File: src/scae_pkg.sv
`timescale 1ns / 1ps
`default_nettype none
// ----------------------------------------------------------------------------
// scae_pkg
// Shared widths, register indexes and candidate tables for the SPI clock
// attribute encoder.
// ----------------------------------------------------------------------------
package scae_pkg;

    localparam int NS_W     = 32;
    localparam int PCLK_W   = 29;
    localparam int SCK_W    = 28;
    localparam int BPW_W    = 5;
    localparam int CFG_W    = 29;
    localparam int IDX_W    = 3;
    localparam int WANT_W   = NS_W + PCLK_W;
    localparam int CAND_W   = 6;
    localparam int NCAND    = 64;
    localparam int NODES    = NCAND - 1;
    localparam int STAGES   = 8;
    localparam int STG_W    = 3;
    localparam int NUM_W    = PCLK_W + 1;
    localparam int BCAND_W  = 7;
    localparam int RECIP_W  = 34;
    localparam int RECIP_SH = 35;
    localparam int PROD_W   = NUM_W + RECIP_W;

    localparam logic [IDX_W-1:0] REG_PCLK     = 3'd0;
    localparam logic [IDX_W-1:0] REG_SCK      = 3'd1;
    localparam logic [IDX_W-1:0] REG_BPW      = 3'd2;
    localparam logic [IDX_W-1:0] REG_LSB      = 3'd3;
    localparam logic [IDX_W-1:0] REG_PHASE    = 3'd4;
    localparam logic [IDX_W-1:0] REG_POLARITY = 3'd5;

    localparam logic [63:0] NS_PER_SEC = 64'd1000000000;

    typedef logic [WANT_W-1:0] err_t;

    function automatic err_t abs_diff(input err_t a, input err_t b);
        return (a > b) ? (a - b) : (b - a);
    endfunction

    // delay candidate: prescaler (1,3,5,7) * 2^(s+1) * 1e9
    function automatic err_t dly_have(input logic [CAND_W-1:0] c);
        logic [63:0] v;
        logic [63:0] pre;
        case (c[5:4])
            2'd0:    pre = 64'd1;
            2'd1:    pre = 64'd3;
            2'd2:    pre = 64'd5;
            default: pre = 64'd7;
        endcase
        v = (pre * NS_PER_SEC) << ({1'b0, c[3:0]} + 5'd1);
        return v[WANT_W-1:0];
    endfunction

    // baud divisor = odd factor * 2^shift; odd factor of prescaler*scaler
    function automatic logic [4:0] baud_odd(input logic [CAND_W-1:0] c);
        logic [4:0] pre;
        case (c[5:4])
            2'd0:    pre = 5'd1;
            2'd1:    pre = 5'd3;
            2'd2:    pre = 5'd5;
            default: pre = 5'd7;
        endcase
        return (c[3:0] == 4'd2) ? 5'(pre * 5'd3) : pre;
    endfunction

    // power-of-two part of prescaler*scaler
    function automatic logic [4:0] baud_shift(input logic [CAND_W-1:0] c);
        logic [4:0] s;
        case (c[3:0])
            4'd0:    s = 5'd1;
            4'd1:    s = 5'd2;
            4'd2:    s = 5'd1;
            4'd3:    s = 5'd3;
            default: s = {1'b0, c[3:0]};
        endcase
        return (c[5:4] == 2'd0) ? (s + 5'd1) : s;
    endfunction

    // ceil(2^35 / odd); exact floor for any 30-bit dividend
    function automatic logic [RECIP_W-1:0] baud_recip(input logic [4:0] odd);
        logic [RECIP_W-1:0] m;
        case (odd)
            5'd3:    m = 34'd11453246123;
            5'd5:    m = 34'd6871947674;
            5'd7:    m = 34'd4908534053;
            5'd9:    m = 34'd3817748708;
            5'd15:   m = 34'd2290649225;
            5'd21:   m = 34'd1636178018;
            default: m = '0;            // odd factor one bypasses the multiply
        endcase
        return m;
    endfunction

    // pipeline stage that owns a heap node (root at last stage)
    function automatic logic [STG_W-1:0] node_stage(input int i);
        return STG_W'(STAGES - $clog2(i + 2));
    endfunction

endpackage
`default_nettype wire

File: src/scae_baud_search.sv
`timescale 1ns / 1ps
`default_nettype none
// ----------------------------------------------------------------------------
// scae_baud_search
// Sequential baud search over 128 candidates, reciprocal-multiply divide.
// ----------------------------------------------------------------------------
module scae_baud_search (
    input  wire logic                          clk,
    input  wire logic                          rst_n,
    input  wire logic                          start,
    input  wire logic [scae_pkg::PCLK_W-1:0]   pclk_hz,
    input  wire logic [scae_pkg::SCK_W-1:0]    sck_hz,
    output logic                               busy,
    output logic [scae_pkg::BCAND_W-1:0]       best_code
);
    import scae_pkg::*;

    localparam logic [1:0] ST_IDLE = 2'd0;
    localparam logic [1:0] ST_LOAD = 2'd1;
    localparam logic [1:0] ST_DIV  = 2'd2;
    localparam logic [1:0] ST_CMP  = 2'd3;

    logic [1:0]         state_reg, state_next;
    logic [BCAND_W-1:0] cand_reg, cand_next;
    logic [BCAND_W-1:0] best_reg, best_next;
    logic [NUM_W-1:0]   best_err_reg, best_err_next;
    logic               first_reg, first_next;
    logic [NUM_W-1:0]   num_reg, num_next;
    logic [RECIP_W-1:0] recip_reg, recip_next;
    logic               byp_reg, byp_next;
    logic [NUM_W-1:0]   quo_reg, quo_next;

    logic [NUM_W-1:0]   dividend;
    logic [4:0]         odd;
    logic [PROD_W-1:0]  prod;
    logic [NUM_W-1:0]   err;

    assign dividend = cand_reg[BCAND_W-1] ? {pclk_hz, 1'b0} : {1'b0, pclk_hz};
    assign odd      = baud_odd(cand_reg[CAND_W-1:0]);
    assign prod     = PROD_W'(num_reg) * PROD_W'(recip_reg);
    assign err      = (quo_reg > NUM_W'(sck_hz)) ? (quo_reg - NUM_W'(sck_hz))
                                                 : (NUM_W'(sck_hz) - quo_reg);

    always_comb
    begin
        state_next    = state_reg;
        cand_next     = cand_reg;
        best_next     = best_reg;
        best_err_next = best_err_reg;
        first_next    = first_reg;
        num_next      = num_reg;
        recip_next    = recip_reg;
        byp_next      = byp_reg;
        quo_next      = quo_reg;
        case (state_reg)
            ST_LOAD:
            begin
                // strip the power of two, keep the odd factor for the multiply
                num_next   = dividend >> baud_shift(cand_reg[CAND_W-1:0]);
                recip_next = baud_recip(odd);
                byp_next   = (odd == 5'd1);
                state_next = ST_DIV;
            end
            ST_DIV:
            begin
                quo_next   = byp_reg ? num_reg : NUM_W'(prod[PROD_W-1:RECIP_SH]);
                state_next = ST_CMP;
            end
            ST_CMP:
            begin
                if (first_reg || (err < best_err_reg))
                begin
                    best_err_next = err;
                    best_next     = cand_reg;
                end
                first_next = 1'b0;
                if (cand_reg == {BCAND_W{1'b1}})
                begin
                    state_next = ST_IDLE;
                end
                else
                begin
                    cand_next  = cand_reg + 1'b1;
                    state_next = ST_LOAD;
                end
            end
            default:
            begin
                state_next = ST_IDLE;
            end
        endcase
        if (start)
        begin
            cand_next  = '0;
            first_next = 1'b1;
            state_next = ST_LOAD;
        end
    end

    always_ff @(posedge clk or negedge rst_n)
    begin
        if (!rst_n)
        begin
            state_reg <= ST_LOAD;
            cand_reg  <= '0;
            first_reg <= 1'b1;
        end
        else
        begin
            state_reg <= state_next;
            cand_reg  <= cand_next;
            first_reg <= first_next;
        end
    end

    always_ff @(posedge clk)
    begin
        best_reg     <= best_next;
        best_err_reg <= best_err_next;
        num_reg      <= num_next;
        recip_reg    <= recip_next;
        byp_reg      <= byp_next;
        quo_reg      <= quo_next;
    end

    assign busy      = (state_reg != ST_IDLE);
    assign best_code = best_reg;

endmodule
`default_nettype wire

File: config.mk
export PLATFORM = sky130hd
export DESIGN_NAME = scae_baud_search
export DESIGN_NICKNAME = d
export VERILOG_FILES = /design/src/scae_pkg.sv /design/src/scae_baud_search.sv
export SDC_FILE = /design/constraint.sdc
export NUM_CORES = 2
export LEC_CHECK = 0
export ABC_AREA = 1
export ABC_CLOCK_PERIOD_IN_PS = 11100
export BUFFER_PORTS_ARGS = -buffer_cell sky130_fd_sc_hd__buf_2
export CAP_MARGIN = 20
export CORE_MARGIN = 2
export CORE_UTILIZATION = 30
export DETAILED_ROUTE_END_ITERATION = 8
export PLACE_DENSITY = 0.48
export SYNTH_ARGS = -nofsm -noshare
export SYNTH_HDL_FRONTEND = slang
export SYNTH_SLANG_ARGS = --single-unit
export TNS_END_PERCENT = 100
File: constraint.sdc
create_clock -name clk -period 11.1 [get_ports clk]
set_input_delay 1.11 -clock clk [delete_from_list [all_inputs] [get_ports clk]]
set_output_delay 1.11 -clock clk [all_outputs]
set_load 0.01 [all_outputs]
[Word-level counts from Yosys, hierarchy flattened]
Cells that the tools add are included.
Storage, ports and cells
  flip-flop bits (word level): 142
  bits of input ports: 60
  output and inout bits: 8
  word-level logic and storage cells: 61
Cells by class
  multiply operators: 2
  add/subtract/negate cells: 4
  mux-type cells: 17
  reduce and logical (&&, ||, !) cells: 8
  shifts and indexed selects: 1
  equal/unequal tests: 17
  order comparisons: 2
Operator list (count)
  34-bit case mux with 6 select lines: 1
  30-bit by 34-bit multiplier with 64-bit output: 1
  30-bit 2-to-1 mux: 2
  30-bit by 28-bit > comparator with 1-bit output: 1
  30-bit less-than comparator: 1
  30-bit by 5-bit right shift with 30-bit output: 1
  28-bit by 30-bit subtractor with 30-bit output: 1
  30-bit by 28-bit subtractor with 30-bit output: 1
  29-bit 2-to-1 mux: 1
  7-bit 2-to-1 mux: 3
  5-bit 2-to-1 mux: 3
  4-bit case mux with 3 select lines: 1
  5-bit by 3-bit == test with 1-bit output (second input constant): 2
  5-bit by 4-bit == test with 1-bit output (second input constant): 2
  3-bit case mux with 3 select lines: 1
  4-bit by 2-bit == test with 1-bit output (second input constant): 2
  7-bit by 1-bit adder with 7-bit output (second input constant): 1
  7-bit == test (second input constant): 1
  2-bit == test (second input constant): 3
  2-bit case mux with 3 select lines: 1
  5-bit by 1-bit adder with 5-bit output (second input constant): 1
  5-bit by 1-bit == test with 1-bit output (second input constant): 1
  5-bit by 2-bit == test with 1-bit output (second input constant): 1
  5-bit == test (second input constant): 1
  12 further kinds: 17

[Logic depth before layout (Yosys ltp)]
  depth in word-level cells: 7
  gate-level depth with buffers: 33
  mapped depth without buffers: 32

[Least setup slack after synthesis]
OpenSTA, ideal clock, no wires.
  kind: input -> register
  start: input sck_hz[5] (netlist name)
  end: register best_reg[0], in the netlist best_code[0], enable pin
  path slack: 4.396 ns
  library setup time: 0.488 ns
  arrival: 6.217 ns
  cell stages on the path: 23
  required time: 10.612 ns
  cells stage by stage: inv_1 ha_1 clkbuf_2 a21oi_1 o21ai_1 a21oi_1 o21ai_1 nand3_1 nand2_1 nand2_2 buf_2 nand2_1 nand2_1 inv_1 ha_1 a21oi_1 o21ai_0 nand3_1 nand2_1 nand2_1 a21oi_1 nand3b_1 a21boi_0
Between the ends
  word-level cells in the longest chain between the ends: 5
RTL lines
  start: declaration: line scae_baud_search.sv:12  | input wire logic [scae_pkg::SCK_W-1:0] sck_hz,
  28-bit by 30-bit subtractor with 30-bit output, or another cell as far along: line scae_baud_search.sv:42  | : (NUM_W'(sck_hz) - quo_reg);
  30-bit 2-to-1 mux (*): line scae_baud_search.sv:41  | assign err = (quo_reg > NUM_W'(sck_hz)) ? (quo_reg - NUM_W'(sck_hz))
  via err[17]: line scae_baud_search.sv:36  | logic [NUM_W-1:0] err;
  30-bit less-than comparator (*): line scae_baud_search.sv:71  | if (first_reg || (err < best_err_reg))
  1-bit logical OR (*): line scae_baud_search.sv:71
  2-bit AND reduction (no line) (*)
  end signal: assignment: line scae_baud_search.sv:118  | best_reg <= best_next;
  end: declaration: line scae_baud_search.sv:25  | logic [BCAND_W-1:0] best_reg, best_next;
Mark *: on every way through the listed nets, which the timed path passes. The rest lies on a longest branch.
A chain may end at the register's enable or synchronous reset.

[Worst setup path in the final report]
  start: register num_reg[6]
  end: register quo_reg[19], data pin
Between the ends
  word-level cells in the longest chain between the ends: 2
RTL lines
  start: declaration: line scae_baud_search.sv:28  | logic [NUM_W-1:0] num_reg, num_next;
  start signal: assignment: line scae_baud_search.sv:120  | num_reg <= num_next;
  30-bit by 34-bit multiplier with 64-bit output: line scae_baud_search.sv:40  | assign prod = PROD_W'(num_reg) * PROD_W'(recip_reg);
  29-bit 2-to-1 mux: line scae_baud_search.sv:66  | quo_next = byp_reg ? num_reg : NUM_W'(prod[PROD_W-1:RECIP_SH]);
  end signal: assignment: line scae_baud_search.sv:123  | quo_reg <= quo_next;
  end: declaration: line scae_baud_search.sv:31  | logic [NUM_W-1:0] quo_reg, quo_next;
Every way passes these cells.

==> results.sh <==
export IMPL_hpwl_um=105600
export IMPL_synth_top_cells_by_count="1270 x inv_1, 1191 x nand2_1, 560 x fa_1"
export IMPL_drive_gt1_share_pct=3.679
export IMPL_setup_reg_to_reg_worst_slack_ps=2980
export IMPL_rsz0062_at_grt="no"
export IMPL_core_um2=114700
export IMPL_asyncSetResetFlopFracSynth_pct=8.197
export IMPL_ys_warnings_count=0
export IMPL_finalSetupTns_ps=0
export IMPL_place_ws_ps=3024
export IMPL_final_max_slew_viol_count=0
export IMPL_setup_viol=0
export IMPL_placement_io_buffers=67
export IMPL_wl_per_cell_um=20.37
export IMPL_finalNetCount=5684
export IMPL_hold_violations_final=0
export IMPL_cts_root_buffer_cell="clkbuf_16"
export IMPL_viasPerCell=4.732
export IMPL_worstSetupStartpointType="register"
export IMPL_worst_setup_path_endpoint="quo_reg[19]"
export IMPL_std_cell_rows=124
export IMPL_class_of_the_tightest_hold_or_removal_check="input port to async pin"
export IMPL_cp_end_kind="register"
export IMPL_critical_path_peak_fanout=15
export IMPL_cts_htree_levels=4
export IMPL_crit_reg2reg_launch="num_reg[6]"
export IMPL_critical_path_max_stage_delay_ps=950
export IMPL_holdBufCountCts=0
export IMPL_clkTransAtPathRegs_ps=60
export IMPL_critical_path_required_ps=11300
export IMPL_cts_setup_buffers=0
export IMPL_slew_at_the_pin_closest_to_its_max_slew_limit_ps=1191
export IMPL_synth_edff_count=112
export IMPL_grt_antenna_before_repair=2
export IMPL_die_y_um=344.7
export IMPL_antenna_diode_count=0
export IMPL_worst_setup_path_startpoint="num_reg[6]"
export IMPL_yosys_top_cells_area="fa_1 32%, inv_1 14%, ha_1 13%, nand2_1 13%, edfxtp_1 9.7%"
export IMPL_io_pin_count=68
export IMPL_route_final_wire_length_um=126600
export IMPL_clock_fmax_mhz=123.1
export IMPL_synth_largest_type_area_fraction_pct=32.20
export IMPL_finalInstanceArea_um2=37350
export IMPL_areaGrowthSynthToFinish_pct=7.267
export IMPL_synth_avg_cell_area_um2=7.416
export IMPL_synth_largest_area_cell="fa_1"
export IMPL_clock_insertion_delay_worst_skew_ps=470
export IMPL_number_of_buffers_created_by_cts=17
export IMPL_grt_busiest_layer="met2"
export IMPL_dieWidth_um=344.7
export IMPL_routabilityCongestion=0.9506
export IMPL_yosys_register_bits=122
export IMPL_number_of_global_route_vias_before_repair=30180
export IMPL_critical_path_class="register to register"
export IMPL_dpl_cell_area_um2=36760
export IMPL_post_route_min_period_ps=8122
export IMPL_wire_length_of_the_first_global_routing_pass_um=189000
export IMPL_gr_usage_met3_pct=2.726
export IMPL_drt_iter0_drcs=1993
export IMPL_design_die_area_um2=118800
export IMPL_synth_main_ff_cell="edfxtp_1"
export IMPL_worst_ep_arrival_time_ps=8320
export IMPL_critical_path_cell_chain="nand2_1 > fa_1 > inv_1 > fa_1 > inv_1 > fa_1 > fa_1 > inv_1 > fa_1 > fa_1 > fa_1 > inv_1 > fa_1 > inv_1 > ha_1 > nand2_1 > nor2_1 > nand2_1 > o21ai_0 > nand2_1 > nand3_1 > nand2_1 > nand3_1 > nand2_1"
export IMPL_global_route_usage_met2_pct=37.58
export IMPL_syn_cell_area_um2=34820
export IMPL_timing_max_cap_violations=0
export IMPL_initial_utilization_pct=30.37
export IMPL_cts_buffer_depth=2
export IMPL_tritoncts="done"
export IMPL_period_share_pct=73.18
export IMPL_fill_cells=12490
export IMPL_grt_overflow=0
export IMPL_seqCellArea_um2=3616
export IMPL_crit_path_top_delay_cell="edfxtp_1"
export IMPL_critical_path_top_cell_by_count="fa_1"
export IMPL_grt_max_degree=46
export IMPL_reg2regPathDepth=24
export IMPL_number_of_iterations_in_the_first_detailed_routing_pass=7
export IMPL_post_synth_inst_count=4695
export IMPL_multiInputGateArea_um2=25850
export IMPL_synth_nets=5689
export IMPL_ant_nets=0
export IMPL_fin_skew_ps=14.24
export IMPL_cts_sinks=122
export IMPL_vias_after_detailed_routing=29410
export IMPL_synth_sequential_area_ratio_pct=10.39
export IMPL_maxSlewHeadroom_pct=20.59
export IMPL_postCtsResizedCells=0
export IMPL_finish_utilization_pct=32.57
export IMPL_reg2reg_to="quo_reg[19]"
export IMPL_synth_cell_type_count=51
export IMPL_drt_drc_violations_left=0
export IMPL_layout_setup_ws_ps=2978
export IMPL_global_route_usage_total_pct=21.57
export IMPL_outcome="complete, no violations"
export IMPL_synthMostInstantiatedCell="inv_1"
export IMPL_gr_util_met1_pct=28.71
-- critical path, delay by kind of cell, from the launching register on --
kind,cells,cell delay (ps)
AOI/OAI and AO/OA,1,460
and+or+nand+nor,9,1380
buffers and inverters,5,350
adders and majority gates,9,4730
DFF,1,950
-- layout make-up --
class	instances	area share [%]
clock inverters	14	0.2881
multi-input cells	3168	69.22
repair buffers	104	1.762
inverters	1277	12.84
well taps	1512	5.066
clock buffers	18	1.149
flip-flops and latches	122	9.682
-- kinds of logic after synthesis --
kind of cell	share of synthesized area, %
muxes	0.2013
and+or+nand+nor	21.04
AOI/OAI and AO/OA	5.912
DFF	10.39
adders and majority gates	45.64
xor gates and xnor gates	1.412
buffers and inverters	15.41
-- layout by cell type, fill, tap and decap left out, drive strengths merged, types with 48 or more instances in the layout --
master	count
a21oi	185
buf	104
edfxtp	112
fa	560
ha	374
inv	1276
nand2	1198
nand3	258
nor2	237
o21ai	144
xor2	48
-- layer usage --
| metal | wire (um) | vias up |
|---|---|---|
| li1 | - | 13970 |
| met3 | 6474 | 113 |
| met4 | 2303 | 4 |
| met5 | 23 | - |
| met1 | 56080 | 14500 |
| met2 | 61690 | 815 |
-- worst min path at each step --
stage,depth (start not counted),endpoint,start
after CTS,1,cand_reg[2],rst_n
after global routing,1,cand_reg[2],rst_n
after floorplan,0,best_code[6],cand_reg[6]
after detailed placement,2,first_reg,first_reg
final,1,cand_reg[2],rst_n
after global placement,2,first_reg,first_reg
-- through the flow --
step	cells	hold WS (ps)
after floorplan	4695	419.6
after CTS	6213	469.7
after global routing	6215	486.8
after detailed placement	6181	540.0
after global placement	6181	534.3
final	6215	499.0
Power is not shown: default switching activity piles up to over one toggle a cycle in this logic, so the estimate is an artifact.
